===== src/hw/rtl/glyph_text_layout_with_color_escapes_defines.svh =====
// Assertion helpers for the glyph text layout block.
// Each macro expects clk and rst to be visible where it is used.
`ifndef GLYPH_TEXT_LAYOUT_WITH_COLOR_ESCAPES_DEFINES_SVH
`define GLYPH_TEXT_LAYOUT_WITH_COLOR_ESCAPES_DEFINES_SVH

// Same-cycle implication, checked outside reset.
`define GTL_ASSERT_NOW(label, ante, cons, msg) \
  label: assert property (@(posedge clk) disable iff (rst) (ante) |-> (cons)) \
    else $error(msg);

// Next-cycle implication, checked outside reset.
`define GTL_ASSERT_NEXT(label, ante, cons, msg) \
  label: assert property (@(posedge clk) disable iff (rst) (ante) |=> (cons)) \
    else $error(msg);

`endif


===== src/hw/rtl/gtl_pkg.sv =====
`default_nettype none

package gtl_pkg;

  localparam int unsigned GLYPH_PIXELS_DEFAULT = 8;

  localparam int unsigned POS_W   = 24;
  localparam int unsigned COLOR_W = 32;
  localparam int unsigned SCALE_W = 16;
  localparam int unsigned CFG_INDEX_W = 2;

  localparam logic [CFG_INDEX_W-1:0] REG_SCALE_X = 2'd0;
  localparam logic [CFG_INDEX_W-1:0] REG_SCALE_Y = 2'd1;

  localparam logic [SCALE_W-1:0] SCALE_RESET = 16'd256;
  localparam logic [COLOR_W-1:0] COLOR_WHITE = 32'hFFFF_FFFF;

  localparam logic [7:0] CHAR_NL     = 8'h0A;
  localparam logic [7:0] CHAR_DOLLAR = 8'h24;
  localparam logic [7:0] CHAR_ZERO   = 8'h30;
  localparam logic [7:0] CHAR_NINE   = 8'h39;

  typedef enum logic [1:0] {
    ESC_NONE   = 2'd0,
    ESC_DOLLAR = 2'd1,
    ESC_TENS   = 2'd2
  } esc_mode_t;

  typedef struct packed {
    logic [3:0]               glyph_col;
    logic [3:0]               glyph_row;
    logic signed [POS_W-1:0]  pen_x;
    logic signed [POS_W-1:0]  pen_y;
    logic [COLOR_W-1:0]       glyph_color;
    logic                     escape_error;
  } result_t;

  // Atlas cell of a character byte, as {col, row}. Lower case folds to upper
  // case; anything not in the font draws the question mark cell.
  function automatic logic [7:0] glyph_cell(input logic [7:0] code);
    logic [7:0] u;
    logic [3:0] col;
    logic [3:0] row;
    u = (code >= "a" && code <= "z") ? code - 8'd32 : code;
    col = 4'd2;
    row = 4'd11;
    if (u >= "A" && u <= "P") begin
      col = 4'(u - "A");
      row = 4'd15;
    end else if (u >= "Q" && u <= "Z") begin
      col = 4'(u - "Q");
      row = 4'd14;
    end else if (u >= "0" && u <= "9") begin
      col = 4'(u - "0");
      row = 4'd13;
    end else begin
      case (u)
        " ":  begin col = 4'd10; row = 4'd14; end
        "!":  begin col = 4'd0;  row = 4'd12; end
        "@":  begin col = 4'd1;  row = 4'd12; end
        "#":  begin col = 4'd2;  row = 4'd12; end
        "$":  begin col = 4'd3;  row = 4'd12; end
        "^":  begin col = 4'd4;  row = 4'd12; end
        "&":  begin col = 4'd5;  row = 4'd12; end
        "*":  begin col = 4'd6;  row = 4'd12; end
        "(":  begin col = 4'd7;  row = 4'd12; end
        ")":  begin col = 4'd8;  row = 4'd12; end
        "_":  begin col = 4'd9;  row = 4'd12; end
        "+":  begin col = 4'd10; row = 4'd12; end
        "-":  begin col = 4'd11; row = 4'd12; end
        "=":  begin col = 4'd12; row = 4'd12; end
        ",":  begin col = 4'd13; row = 4'd12; end
        ".":  begin col = 4'd14; row = 4'd12; end
        "/":  begin col = 4'd15; row = 4'd12; end
        "<":  begin col = 4'd0;  row = 4'd11; end
        ">":  begin col = 4'd1;  row = 4'd11; end
        "?":  begin col = 4'd2;  row = 4'd11; end
        ";":  begin col = 4'd3;  row = 4'd11; end
        "'":  begin col = 4'd4;  row = 4'd11; end
        ":":  begin col = 4'd5;  row = 4'd11; end
        "\"": begin col = 4'd6;  row = 4'd11; end
        "[":  begin col = 4'd7;  row = 4'd11; end
        "]":  begin col = 4'd8;  row = 4'd11; end
        default: begin col = 4'd2; row = 4'd11; end
      endcase
    end
    return {col, row};
  endfunction

  // Palette lookup for index tens*10 + units. Only the first five entries
  // carry a color, so only a zero tens digit can select one.
  function automatic logic [COLOR_W-1:0] palette_color(input logic [3:0] tens,
                                                       input logic [3:0] units);
    logic [COLOR_W-1:0] c;
    c = '0;
    if (tens == 4'd0) begin
      case (units)
        4'd0:    c = 32'hFFFF_FFFF;
        4'd1:    c = 32'h0000_00FF;
        4'd2:    c = 32'hFF00_00FF;
        4'd3:    c = 32'h00FF_00FF;
        4'd4:    c = 32'h0000_FFFF;
        default: c = '0;
      endcase
    end
    return c;
  endfunction

endpackage

`default_nettype wire


===== src/hw/rtl/gtl_char_if.sv =====
`default_nettype none

interface gtl_char_if;
  logic                              valid;
  logic                              ready;
  logic [7:0]                        char_code;
  logic                              first_char;
  logic                              last_char;
  logic signed [gtl_pkg::POS_W-1:0]  origin_x;
  logic signed [gtl_pkg::POS_W-1:0]  origin_y;
  logic [gtl_pkg::COLOR_W-1:0]       start_color;

  modport source (
    output valid, char_code, first_char, last_char, origin_x, origin_y, start_color,
    input  ready
  );

  modport sink (
    input  valid, char_code, first_char, last_char, origin_x, origin_y, start_color,
    output ready
  );
endinterface

`default_nettype wire


===== src/hw/rtl/gtl_glyph_if.sv =====
`default_nettype none

interface gtl_glyph_if;
  logic                              valid;
  logic                              ready;
  logic [3:0]                        glyph_col;
  logic [3:0]                        glyph_row;
  logic signed [gtl_pkg::POS_W-1:0]  pen_x;
  logic signed [gtl_pkg::POS_W-1:0]  pen_y;
  logic [gtl_pkg::COLOR_W-1:0]       glyph_color;
  logic                              escape_error;

  modport source (
    output valid, glyph_col, glyph_row, pen_x, pen_y, glyph_color, escape_error,
    input  ready
  );

  modport sink (
    input  valid, glyph_col, glyph_row, pen_x, pen_y, glyph_color, escape_error,
    output ready
  );
endinterface

`default_nettype wire


===== src/hw/rtl/gtl_cfg_if.sv =====
`default_nettype none

interface gtl_cfg_if;
  logic                                valid;
  logic                                ready;
  logic [gtl_pkg::CFG_INDEX_W-1:0]     index;
  logic [gtl_pkg::SCALE_W-1:0]         data;

  modport source (
    output valid, index, data,
    input  ready
  );

  modport sink (
    input  valid, index, data,
    output ready
  );
endinterface

`default_nettype wire


===== src/hw/rtl/glyph_text_layout_with_color_escapes.sv =====
// Channel   Modport  Direction  Payload
// chars     sink     in         char_code, first_char, last_char, origin, start_color
// glyphs    source   out        glyph cell, pen position, color, escape_error
// cfg       sink     in         register index, 16-bit scale value
//
// One character is taken per clock while chars.ready is high; a drawn character
// or an escape error is registered as a glyph record. The saturating pen add
// feeds the string state registers and the cell lookup feeds the result register.
// A two-entry output (result register plus skid register) lets a character be
// taken while a result waits; chars.ready drops only while the skid is full.
// Reset is synchronous; configuration writes are always taken.

`default_nettype none

`include "glyph_text_layout_with_color_escapes_defines.svh"

module glyph_text_layout_with_color_escapes #(
  parameter int unsigned GLYPH_PIXELS = gtl_pkg::GLYPH_PIXELS_DEFAULT
) (
  input  wire       clk,
  input  wire       rst,
  gtl_char_if.sink    chars,
  gtl_glyph_if.source glyphs,
  gtl_cfg_if.sink     cfg
);
  import gtl_pkg::*;

  localparam int unsigned STEP_W = SCALE_W + $clog2(GLYPH_PIXELS + 1);
  localparam int unsigned SUM_W  = ((STEP_W + 1 > POS_W) ? STEP_W + 1 : POS_W) + 1;
  localparam logic [STEP_W-1:0] STEP_RESET = STEP_W'(GLYPH_PIXELS * 256);

  // Per-axis pen steps are stored as GLYPH_PIXELS times the scale, so the
  // multiply happens once per configuration write.
  logic [STEP_W-1:0] step_x;
  logic [STEP_W-1:0] step_y;

  esc_mode_t               esc_mode;
  logic [3:0]              tens;
  logic signed [POS_W-1:0] cur_x;
  logic signed [POS_W-1:0] cur_y;
  logic signed [POS_W-1:0] line_x;
  logic [COLOR_W-1:0]      color;

  esc_mode_t               esc_mode_next;
  logic [3:0]              tens_next;
  logic signed [POS_W-1:0] cur_x_next;
  logic signed [POS_W-1:0] cur_y_next;
  logic [COLOR_W-1:0]      color_next;

  esc_mode_t               mode0;
  logic [3:0]              tens0;
  logic signed [POS_W-1:0] x0;
  logic signed [POS_W-1:0] y0;
  logic signed [POS_W-1:0] line0;
  logic [COLOR_W-1:0]      color0;

  logic    is_digit;
  logic    draw;
  logic    err;
  logic    newline;
  logic    set_color;
  logic    in_fire;
  logic    res_valid;
  logic    out_fire;
  logic [7:0] spot;
  result_t res;

  logic    o_valid;
  result_t o_data;
  logic    s_valid;
  result_t s_data;

  function automatic logic signed [POS_W-1:0] sat_step(
    input logic signed [POS_W-1:0] pen,
    input logic [STEP_W-1:0]       step,
    input logic                    down
  );
    logic signed [SUM_W-1:0] a;
    logic signed [SUM_W-1:0] d;
    logic signed [SUM_W-1:0] s;
    logic signed [POS_W-1:0] r;
    a = SUM_W'(pen);
    d = $signed({{(SUM_W - STEP_W){1'b0}}, step});
    s = down ? a - d : a + d;
    // In range exactly when every bit above the result's sign bit matches it.
    if (s[SUM_W-1:POS_W-1] == {(SUM_W - POS_W + 1){s[SUM_W-1]}}) begin
      r = s[POS_W-1:0];
    end else if (s[SUM_W-1]) begin
      r = {1'b1, {(POS_W - 1){1'b0}}};
    end else begin
      r = {1'b0, {(POS_W - 1){1'b1}}};
    end
    return r;
  endfunction

  assign in_fire  = chars.valid && chars.ready;
  assign out_fire = o_valid && glyphs.ready;
  assign chars.ready = !s_valid;
  assign cfg.ready   = 1'b1;

  // A first character starts from the string origin instead of the held state.
  always_comb begin
    mode0  = chars.first_char ? ESC_NONE          : esc_mode;
    tens0  = chars.first_char ? 4'd0              : tens;
    x0     = chars.first_char ? chars.origin_x    : cur_x;
    y0     = chars.first_char ? chars.origin_y    : cur_y;
    line0  = chars.first_char ? chars.origin_x    : line_x;
    color0 = chars.first_char ? chars.start_color : color;
  end

  assign is_digit = chars.char_code >= CHAR_ZERO && chars.char_code <= CHAR_NINE;

  // Escape sequencer: next mode.
  always_comb begin
    esc_mode_next = ESC_NONE;
    unique case (mode0)
      ESC_DOLLAR: begin
        if (chars.char_code != CHAR_DOLLAR && is_digit) begin
          esc_mode_next = ESC_TENS;
        end
      end
      ESC_TENS: esc_mode_next = ESC_NONE;
      default: begin
        if (chars.char_code == CHAR_DOLLAR) begin
          esc_mode_next = ESC_DOLLAR;
        end
      end
    endcase
    // An escape left open by the final character is dropped.
    if (chars.last_char) begin
      esc_mode_next = ESC_NONE;
    end
  end

  // Escape sequencer: actions.
  always_comb begin
    draw      = 1'b0;
    err       = 1'b0;
    newline   = 1'b0;
    set_color = 1'b0;
    tens_next = tens0;
    unique case (mode0)
      ESC_DOLLAR: begin
        if (chars.char_code == CHAR_DOLLAR) begin
          draw = 1'b1;
        end else if (is_digit) begin
          tens_next = chars.char_code[3:0];
          err       = chars.last_char;
        end else begin
          err = 1'b1;
        end
      end
      ESC_TENS: begin
        if (is_digit) begin
          set_color = 1'b1;
        end else begin
          err = 1'b1;
        end
      end
      default: begin
        if (chars.char_code == CHAR_DOLLAR) begin
          err = chars.last_char;
        end else if (chars.char_code == CHAR_NL) begin
          newline = 1'b1;
        end else begin
          draw = 1'b1;
        end
      end
    endcase
  end

  always_comb begin
    cur_x_next = x0;
    cur_y_next = y0;
    if (newline) begin
      cur_x_next = line0;
      cur_y_next = sat_step(y0, step_y, 1'b1);
    end else if (draw) begin
      cur_x_next = sat_step(x0, step_x, 1'b0);
    end
    color_next = set_color ? palette_color(tens0, chars.char_code[3:0]) : color0;
  end

  assign spot      = glyph_cell(chars.char_code);
  assign res_valid = in_fire && (draw || err);

  always_comb begin
    res = '0;
    if (err) begin
      res.escape_error = 1'b1;
    end else begin
      res.glyph_col   = spot[7:4];
      res.glyph_row   = spot[3:0];
      res.pen_x       = x0;
      res.pen_y       = y0;
      res.glyph_color = color0;
    end
  end

  always_ff @(posedge clk) begin
    if (rst) begin
      step_x <= STEP_RESET;
      step_y <= STEP_RESET;
    end else if (cfg.valid && cfg.ready) begin
      unique case (cfg.index)
        REG_SCALE_X: step_x <= STEP_W'(cfg.data) * STEP_W'(GLYPH_PIXELS);
        REG_SCALE_Y: step_y <= STEP_W'(cfg.data) * STEP_W'(GLYPH_PIXELS);
        default: ;
      endcase
    end
  end

  always_ff @(posedge clk) begin
    if (rst) begin
      esc_mode <= ESC_NONE;
      tens     <= 4'd0;
      cur_x    <= '0;
      cur_y    <= '0;
      line_x   <= '0;
      color    <= COLOR_WHITE;
    end else if (in_fire) begin
      esc_mode <= esc_mode_next;
      tens     <= tens_next;
      cur_x    <= cur_x_next;
      cur_y    <= cur_y_next;
      line_x   <= line0;
      color    <= color_next;
    end
  end

  // Result register with a skid entry behind it.
  always_ff @(posedge clk) begin
    if (rst) begin
      o_valid <= 1'b0;
      s_valid <= 1'b0;
    end else if (!o_valid || out_fire) begin
      if (s_valid) begin
        o_valid <= 1'b1;
        s_valid <= res_valid;
      end else begin
        o_valid <= res_valid;
      end
    end else if (res_valid) begin
      s_valid <= 1'b1;
    end
  end

  always_ff @(posedge clk) begin
    if (!o_valid || out_fire) begin
      o_data <= s_valid ? s_data : res;
      s_data <= res;
    end else if (res_valid) begin
      s_data <= res;
    end
  end

  assign glyphs.valid        = o_valid;
  assign glyphs.glyph_col    = o_data.glyph_col;
  assign glyphs.glyph_row    = o_data.glyph_row;
  assign glyphs.pen_x        = o_data.pen_x;
  assign glyphs.pen_y        = o_data.pen_y;
  assign glyphs.glyph_color  = o_data.glyph_color;
  assign glyphs.escape_error = o_data.escape_error;

  `GTL_ASSERT_NOW(a_skid_behind_result, s_valid, o_valid, "skid entry full while result empty")
  `GTL_ASSERT_NOW(a_error_fields_zero, glyphs.valid && glyphs.escape_error,
    glyphs.pen_x == '0 && glyphs.pen_y == '0 && glyphs.glyph_color == '0,
    "error result carries glyph data")
  `GTL_ASSERT_NEXT(a_last_closes_escape, in_fire && chars.last_char,
    esc_mode == ESC_NONE, "escape still open after last character")
  `GTL_ASSERT_NEXT(a_first_newline_origin,
    in_fire && chars.first_char && chars.char_code == CHAR_NL,
    cur_x == $past(chars.origin_x), "newline on first character missed origin")

endmodule

`default_nettype wire

===== src/flat_wrapper.sv =====
// flat-port wrapper written by rule: the top's interface ports become plain ports
module glyph_text_layout_with_color_escapes_flat import gtl_pkg::*;
#(
  parameter int unsigned GLYPH_PIXELS = gtl_pkg::GLYPH_PIXELS_DEFAULT
)
  (clk, rst, chars_valid, chars_char_code, chars_first_char, chars_last_char, chars_origin_x, chars_origin_y, chars_start_color, chars_ready, glyphs_valid, glyphs_glyph_col, glyphs_glyph_row, glyphs_pen_x, glyphs_pen_y, glyphs_glyph_color, glyphs_escape_error, glyphs_ready, cfg_valid, cfg_index, cfg_data, cfg_ready);
  gtl_char_if chars_i ();
  gtl_glyph_if glyphs_i ();
  gtl_cfg_if cfg_i ();
  input  wire clk;
  input  wire rst;
  input wire logic [$bits(chars_i.valid)-1:0] chars_valid;
  input wire logic [$bits(chars_i.char_code)-1:0] chars_char_code;
  input wire logic [$bits(chars_i.first_char)-1:0] chars_first_char;
  input wire logic [$bits(chars_i.last_char)-1:0] chars_last_char;
  input wire logic [$bits(chars_i.origin_x)-1:0] chars_origin_x;
  input wire logic [$bits(chars_i.origin_y)-1:0] chars_origin_y;
  input wire logic [$bits(chars_i.start_color)-1:0] chars_start_color;
  output wire logic [$bits(chars_i.ready)-1:0] chars_ready;
  output wire logic [$bits(glyphs_i.valid)-1:0] glyphs_valid;
  output wire logic [$bits(glyphs_i.glyph_col)-1:0] glyphs_glyph_col;
  output wire logic [$bits(glyphs_i.glyph_row)-1:0] glyphs_glyph_row;
  output wire logic [$bits(glyphs_i.pen_x)-1:0] glyphs_pen_x;
  output wire logic [$bits(glyphs_i.pen_y)-1:0] glyphs_pen_y;
  output wire logic [$bits(glyphs_i.glyph_color)-1:0] glyphs_glyph_color;
  output wire logic [$bits(glyphs_i.escape_error)-1:0] glyphs_escape_error;
  input wire logic [$bits(glyphs_i.ready)-1:0] glyphs_ready;
  input wire logic [$bits(cfg_i.valid)-1:0] cfg_valid;
  input wire logic [$bits(cfg_i.index)-1:0] cfg_index;
  input wire logic [$bits(cfg_i.data)-1:0] cfg_data;
  output wire logic [$bits(cfg_i.ready)-1:0] cfg_ready;
  assign chars_i.valid = chars_valid;
  assign chars_i.char_code = chars_char_code;
  assign chars_i.first_char = chars_first_char;
  assign chars_i.last_char = chars_last_char;
  assign chars_i.origin_x = chars_origin_x;
  assign chars_i.origin_y = chars_origin_y;
  assign chars_i.start_color = chars_start_color;
  assign chars_ready = chars_i.ready;
  assign glyphs_valid = glyphs_i.valid;
  assign glyphs_glyph_col = glyphs_i.glyph_col;
  assign glyphs_glyph_row = glyphs_i.glyph_row;
  assign glyphs_pen_x = glyphs_i.pen_x;
  assign glyphs_pen_y = glyphs_i.pen_y;
  assign glyphs_glyph_color = glyphs_i.glyph_color;
  assign glyphs_escape_error = glyphs_i.escape_error;
  assign glyphs_i.ready = glyphs_ready;
  assign cfg_i.valid = cfg_valid;
  assign cfg_i.index = cfg_index;
  assign cfg_i.data = cfg_data;
  assign cfg_ready = cfg_i.ready;
  glyph_text_layout_with_color_escapes #(.GLYPH_PIXELS(GLYPH_PIXELS)) u_core (.clk(clk), .rst(rst), .chars(chars_i), .glyphs(glyphs_i), .cfg(cfg_i));
endmodule

===== config.mk =====
export PLATFORM = sky130hd
export DESIGN_NAME = glyph_text_layout_with_color_escapes_flat
export DESIGN_NICKNAME = d
export VERILOG_FILES = /design/src/hw/rtl/gtl_pkg.sv /design/src/hw/rtl/gtl_char_if.sv /design/src/hw/rtl/gtl_glyph_if.sv /design/src/hw/rtl/gtl_cfg_if.sv /design/src/hw/rtl/glyph_text_layout_with_color_escapes.sv /design/src/flat_wrapper.sv
export VERILOG_INCLUDE_DIRS = /design/src /design/src/hw/rtl
export SDC_FILE = /design/constraint.sdc
export NUM_CORES = 1
export LEC_CHECK = 0
export BUFFER_PORTS_ARGS = -buffer_cell sky130_fd_sc_hd__buf_2
export CORE_MARGIN = 2
export CORE_UTILIZATION = 59
export CTS_CLUSTER_DIAMETER = 80
export DETAILED_ROUTE_END_ITERATION = 10
export PLACE_DENSITY_LB_ADDON = 0.3
export SLEW_MARGIN = 20
export SYNTH_ARGS = -nofsm -noshare
export SYNTH_HDL_FRONTEND = slang
export SYNTH_SLANG_ARGS = --single-unit

===== constraint.sdc =====
create_clock -name clk -period 7.2 [get_ports clk]
set_input_delay 0.72 -clock clk [delete_from_list [all_inputs] [get_ports clk]]
set_output_delay 0.72 -clock clk [all_outputs]
set_load 0.01 [all_outputs]

==> Word-level counts from Yosys, hierarchy flattened <==
Memory sizes are Yosys's and may differ from the RTL's.
Index checks and enable logic that the tools add are counted.
{ "totals": {"register_bits": 322, "mem_bits_ro": 896, "in_bits": 113, "out_inout_bits": 92, "elab_cells": 125, "mem_count": 1} }
{ "mem_list": {"columns": ["memory", "depth", "word_bits", "read_ports", "rd_ports_with_merged_regs", "write_ports", "line_no", "rtl"], "rows": [
  ["(no name shown)", 128, 7, 1, 0, 0, "gtl_pkg.sv:57", "case (u)"]
]} }
{ "classes": {"addsub": 6, "magnitude_cmp": 10, "eq_ne": 12, "muxes": 54, "reduce_logical": 20} }
{ "op_table": {"columns": ["op", "count"], "rows": [
  ["89-bit two-way mux", 3],
  ["24-bit two-way mux", 10],
  ["32-bit one-hot mux with 5 select lines", 1],
  ["32-bit two-way mux", 3],
  ["88-bit two-way mux", 1],
  ["4-bit two-way mux", 10],
  ["24-bit by 20-bit adder with 25-bit output", 1],
  ["24-bit by 20-bit subtractor with 25-bit output", 1],
  ["8-bit by 7-bit >= comparator with 1-bit output (second input constant)", 3],
  ["8-bit by 7-bit less-or-equal comparator with 1-bit output (second input constant)", 3],
  ["1-bit two-way mux", 18],
  ["8-bit by 6-bit >= comparator with 1-bit output (second input constant)", 2],
  ["8-bit by 6-bit less-or-equal comparator with 1-bit output (second input constant)", 2],
  ["8-bit two-way mux", 2],
  ["4-bit by 1-bit subtractor with 4-bit output (second input constant)", 3],
  ["1-bit logical AND", 9],
  ["4-bit by 2-bit == test with 1-bit output (second input constant)", 2],
  ["8-bit by 4-bit == test with 1-bit output (second input constant)", 1],
  ["8-bit by 6-bit == test with 1-bit output (second input constant)", 1],
  ["4-bit logical NOT", 2],
  ["8-bit by 6-bit != test with 1-bit output (second input constant)", 1],
  ["8-bit by 6-bit subtractor with 8-bit output (second input constant)", 1],
  ["2-bit two-way mux", 3],
  ["2-bit by 1-bit == test with 1-bit output (second input constant)", 2],
  ["other kinds (12)", 17]
]} }

==> Depth between registers and ports, before layout <==
{ "logic_depth": {"ltp_word": 11, "depth_mapped": 18, "depth_no_buf": 14} }

==> Worst setup path before layout <==
Ideal clock, no wire load.
{ "synth_timing": {"path_type": "input-to-reg", "startpoint": "input chars_first_char", "endpoint": "register u_core.s_data[0] (netlist bit) (enable)", "setup_ns": 0.460, "t_arrival_ns": 5.284, "required_ns": 6.740, "setup_slack_ns": 1.455, "stages": 14, "n_path_buf": 6, "cell_sequence": "buf_4 buf_2 buf_2 buf_2 buf_1 nand2b_1 inv_1 ha_1 nand2b_1 o22a_1 buf_2 nand2_1 nand2_1 nand2b_1"} }
{ "synth_between": {"elab_chain_len": 6, "word_cells_on_any_way": 8, "classes_between": "2 x eq/ne; 3 x mux; 3 x reduce/logical"} }
{ "synth_rtl": {"columns": ["item", "line_no", "rtl"], "rows": [
  ["from (decl)", "flat_wrapper.sv:14", "input wire logic [$bits(chars_i.first_char)-1:0] chars_first_char;"],
  ["2-bit two-way mux *", "glyph_text_layout_with_color_escapes.sv:103", "mode0 = chars.first_char ? ESC_NONE : esc_mode;"],
  ["2-bit == test / 2-bit by 1-bit == test with 1-bit output (equally long branches)", "glyph_text_layout_with_color_escapes.sv:142", "unique case (mode0)"],
  ["1-bit one-hot mux with 2 select lines", "glyph_text_layout_with_color_escapes.sv:142", null],
  ["1-bit logical OR *", "glyph_text_layout_with_color_escapes.sv:185", "assign res_valid = in_fire && (draw || err);"],
  ["1-bit logical AND *", "glyph_text_layout_with_color_escapes.sv:185", null],
  ["2-bit nonzero test (no source line) *", null, null],
  ["to (signal assigned)", "glyph_text_layout_with_color_escapes.sv:251", "s_data <= res;"],
  ["to (signal assigned)", "glyph_text_layout_with_color_escapes.sv:253", "s_data <= res;"],
  ["to (decl)", "glyph_text_layout_with_color_escapes.sv:71", "result_t s_data;"]
]} }
Every way passes the cells marked *; elsewhere a longest branch is shown, timed or not.
A chain may end at the register's enable or synchronous reset.

==> Worst setup path after layout <==
{ "layout_timing": {"startpoint": "input chars_first_char", "endpoint": "register u_core.s_data[41] (netlist bit) (enable)"} }
The elaborated chain is that of the path after synthesis.

==> metrics.md <==
| Metric | Value |
|---|---|
| Status | completed |
| Most frequent cell after synthesis | nand2_1 |
| Max_cap viols | 0 |
| Cell count after placement | 2249 |
| Post-synth EDFFs | 178 |
| Area leader, netlist | edfxtp_1 |
| Final WL | 44200 um |
| R2R Path End | u_core.s_data[41]$_DFFE_PP_ |
| Largest net degree at the start of global routing | 111 |
| Syn Area/Cell | 9.43 sq um |
| First-pass GRT wire length | 68500 um |
| List of most frequent post-synthesis cells | nand2_1 (318), edfxtp_1 (178), nor2_1 (155), a21oi_1 (146), dfxtp_1 (144) |
| Startpoint Class | input pin |
| Worst slack, placed | 1.84 ns |
| Max VDD drop | 0.167 mV |
| Cells after Synth | 1768 |
| Vias in the first global route | 12800 |
| CP required | 7.33 ns |
| FF-to-FF path depth | 11 |
| Synth warnings | 0 |
| Final Worst Setup Slack | 2.33 ns |
| Register Area | 0.00823 sq mm |
| Hold WC Path Type | reg2reg |
| GP Congestion | 0.918 |
| Final Slew Violations | 0 |
| Root buffer cell | clkbuf_16 |
| Gates resized, CTS repair | 0 |
| Initial drt markers | 1448 |
| FF-to-FF Start | u_core.esc_mode[1]$_SDFFE_PP0P_ |
| Die Wd | 172 um |
| Buffers on Ports | 203 |
| Max clock buf depth | 3 |
| Vias per inst | 6.03 |
| Filler cell count | 2209 |
| Leak pwr | 0.00780 uW |
| DRC | 0 |
| Setup violators final | 0 |
| P&R area growth vs syn | 14.4% |
| Post-synth top area share | 32.1% |
| Pre-Repair DR Iteration Count | 6 |
| Maximum fanout along the worst path | 68 |
| Num Clock Sinks | 322 |
| Clock tree from TritonCTS | built |
| Hold endpoint | u_core.cur_x[2]$_SDFFE_PP0P_ |
| H-tree levels | 2 |
| Worst Skew | 0.0154 ns |
| Clk pin slew, worst setup/hold paths | 0.06 ns |
| Library cells used by synthesis | 84 |
| Vias post-DR | 14000 |
| Die height | 172 um |
| Per-cell routed wire length | 19.1 um |
| Final TNS setup | 0 ns |
| Worst-Margin Slew | 1.12 ns |
| Multi-input gate area | 0.00778 sq mm |
| Hold path depth | 2 |
| Final nets | 2067 |
| Antenna-violating nets left | 0 |
| Post-synthesis async set-or-reset flop share | 0% |
| Largest cells by area after synthesis | edfxtp_1 (32%), dfxtp_1 (17%), nand2_1 (7.2%) |
| Sequential area share after synthesis | 49.4% |
| RSZ-0062 raised after global routing | false |
| Hold Startpoint | u_core.cur_x[2]$_SDFFE_PP0P_ |
| Finished Layout Cells | 2316 |
| Global-route usage over all layers | 29.2% |
| Pwr Total | 4700 uW |
| PwrDens | 246 mW/mm^2 |
| Predominant post-synthesis flop cell | edfxtp_1 |
| Mapped Area | 0.0167 sq mm |
| Minimum clock period after layout | 4.87 ns |
| R2R setup slack | 3.41 ns |
| Final Cycle Share | 67.6% |
| Die footprint | 0.0296 sq mm |
| Clk_lat worst skew | 0.52 ns |
| Row cnt | 61 |
| Final HPWL from detailed placement | 29800 um |
| TritonCTS Buffers | 36 |
| Layout cells sized above 1 | 18.4% |
| IO Pins | 205 |
| Post-CTS setup buffer count | 0 |
| Slew headroom | 25.6% |
| Seq cells post-synth | 322 |
| Initial antenna violation count | 1 |
| Final instance area | 0.0191 sq mm |
| Fmax | 0.206 GHz |
| Synthesized Nets | 1926 |
| Worst EP arrival | 5.00 ns |
| Cell Area, Placed | 0.0179 sq mm |
| Final hold violation count | 0 |
| Post-CTS Hold Fix Bufs | 0 |
| Starting density of the core | 60.0% |
| Core Region | 0.0278 sq mm |
| Total gr overflow | 0 |
| CP endpoint kind | register |
| WS Path Type | in2reg |
## per-layer routing
| metal | routed length, um | global-route usage, % | vias to the layer above |
|---|---|---|---|
| met4 | 798 | 6.47 | 0 |
| met5 | 0 | 0 | - |
| met3 | 3570 | 4.10 | 65 |
| met2 | 20300 | 46.8 | 600 |
| li1 | - | - | 6608 |
| met1 | 19600 | 42.5 | 6689 |
## layout by cell type (no fill, tap or decap), types with 12 or more instances in the layout
cell type / n
nand2b_1: 26
nor3_1: 16
xnor2_1: 15
inv_1: 59
o21a_1: 15
ha_1: 43
o21ai_1: 12
edfxtp_1: 178
mux2i_1: 73
buf_4: 17
clkbuf_16: 39
o22ai_1: 23
a21oi_1: 146
buf_2: 201
nor2_1: 155
nand2_1: 318
and2_1: 28
a211oi_1: 22
mux2_2: 46
dfxtp_1: 143
nand3_1: 25
o21ai_0: 72
o31ai_1: 39
## how the worst max path moves through the flow
stage,end,from,cells past startpoint
2_1_floorplan,u_core.s_data[0]$_DFFE_PP_,chars_first_char,14
3_3_place_gp,u_core.s_data[71]$_DFFE_PP_,chars_first_char,12
3_5_place_dp,u_core.s_data[75]$_DFFE_PP_,chars_first_char,12
4_1_cts,u_core.s_data[41]$_DFFE_PP_,chars_first_char,12
5_1_grt,u_core.s_data[74]$_DFFE_PP_,chars_first_char,12
6_report,u_core.s_data[41]$_DFFE_PP_,chars_first_char,12
## area by class of cell
class | count | area share [%]
Sequential cell | 322 | 43.2
Tap cell | 378 | 2.48
Inverter | 62 | 1.22
Timing Repair Buffer | 219 | 6.00
Clock inverter | 14 | 0.708
Antenna cell | 1 | 0.0131
Multi-Input combinational cell | 1268 | 40.8
Clock buffer | 52 | 5.63
## per-stage QoR
step / util, % / hold WS (ns)
global route: 68.7 / 0.436
CTS: 68.6 / 0.422
global placement: 64.3 / 0.424
finish: 68.7 / 0.435
floorplan: - / 0.415
detailed placement: 64.3 / 0.429
## cells by family (layout without fill, tap and decap cells)
| logic type | Yosys count | count (layout) | share of synthesized area, % |
|---|---|---|---|
| other | 1 | 2 | 0.0225 |
| AND/OR/NAND/NOR | 633 | 633 | 16.9 |
| XOR/XNOR | 26 | 26 | 1.37 |
| multiplexers | 120 | 120 | 7.63 |
| buffers and inverters | 178 | 347 | 4.21 |
| adder cells (fa/ha/maj) | 45 | 45 | 3.47 |
| AO/OA/AOI/OAI | 443 | 443 | 17.1 |
| flip-flops | 322 | 322 | 49.4 |
## sequential cells by signal (all words and copies together) (netlist names)
register / count
u_core.glyphs.pen_x: 24
u_core.glyphs.pen_y: 24
u_core.cur_y: 24
u_core.glyphs.valid: 1
u_core.s_data: 89
u_core.glyphs.escape_error: 1
u_core.step_x: 16
u_core.esc_mode: 2
u_core.glyphs.glyph_row: 4
u_core.tens: 4
u_core.line_x: 24
u_core.glyphs.glyph_color: 32
u_core.s_valid: 1
u_core.cur_x: 24
u_core.glyphs.glyph_col: 4
u_core.step_y: 16
u_core.color: 32
## power breakdown
group	internal (uW)	switching [uW]
Sequential	2110	54.1
Clock	1110	731
Combinational	268	424
Total	3490	1210
## worst max-delay path: stages
cell      delay [ns]
buf_6           0.52
buf_4           0.65
nand2b_1        0.22
ha_1            0.30
nand3_1         0.18
o21ai_4         0.08
buf_4           0.42
inv_2           0.36
nand2_1         0.17
nand2_1         0.12
nand2b_4        0.44
buf_4           0.70
(Power assumes the default switching activity.)
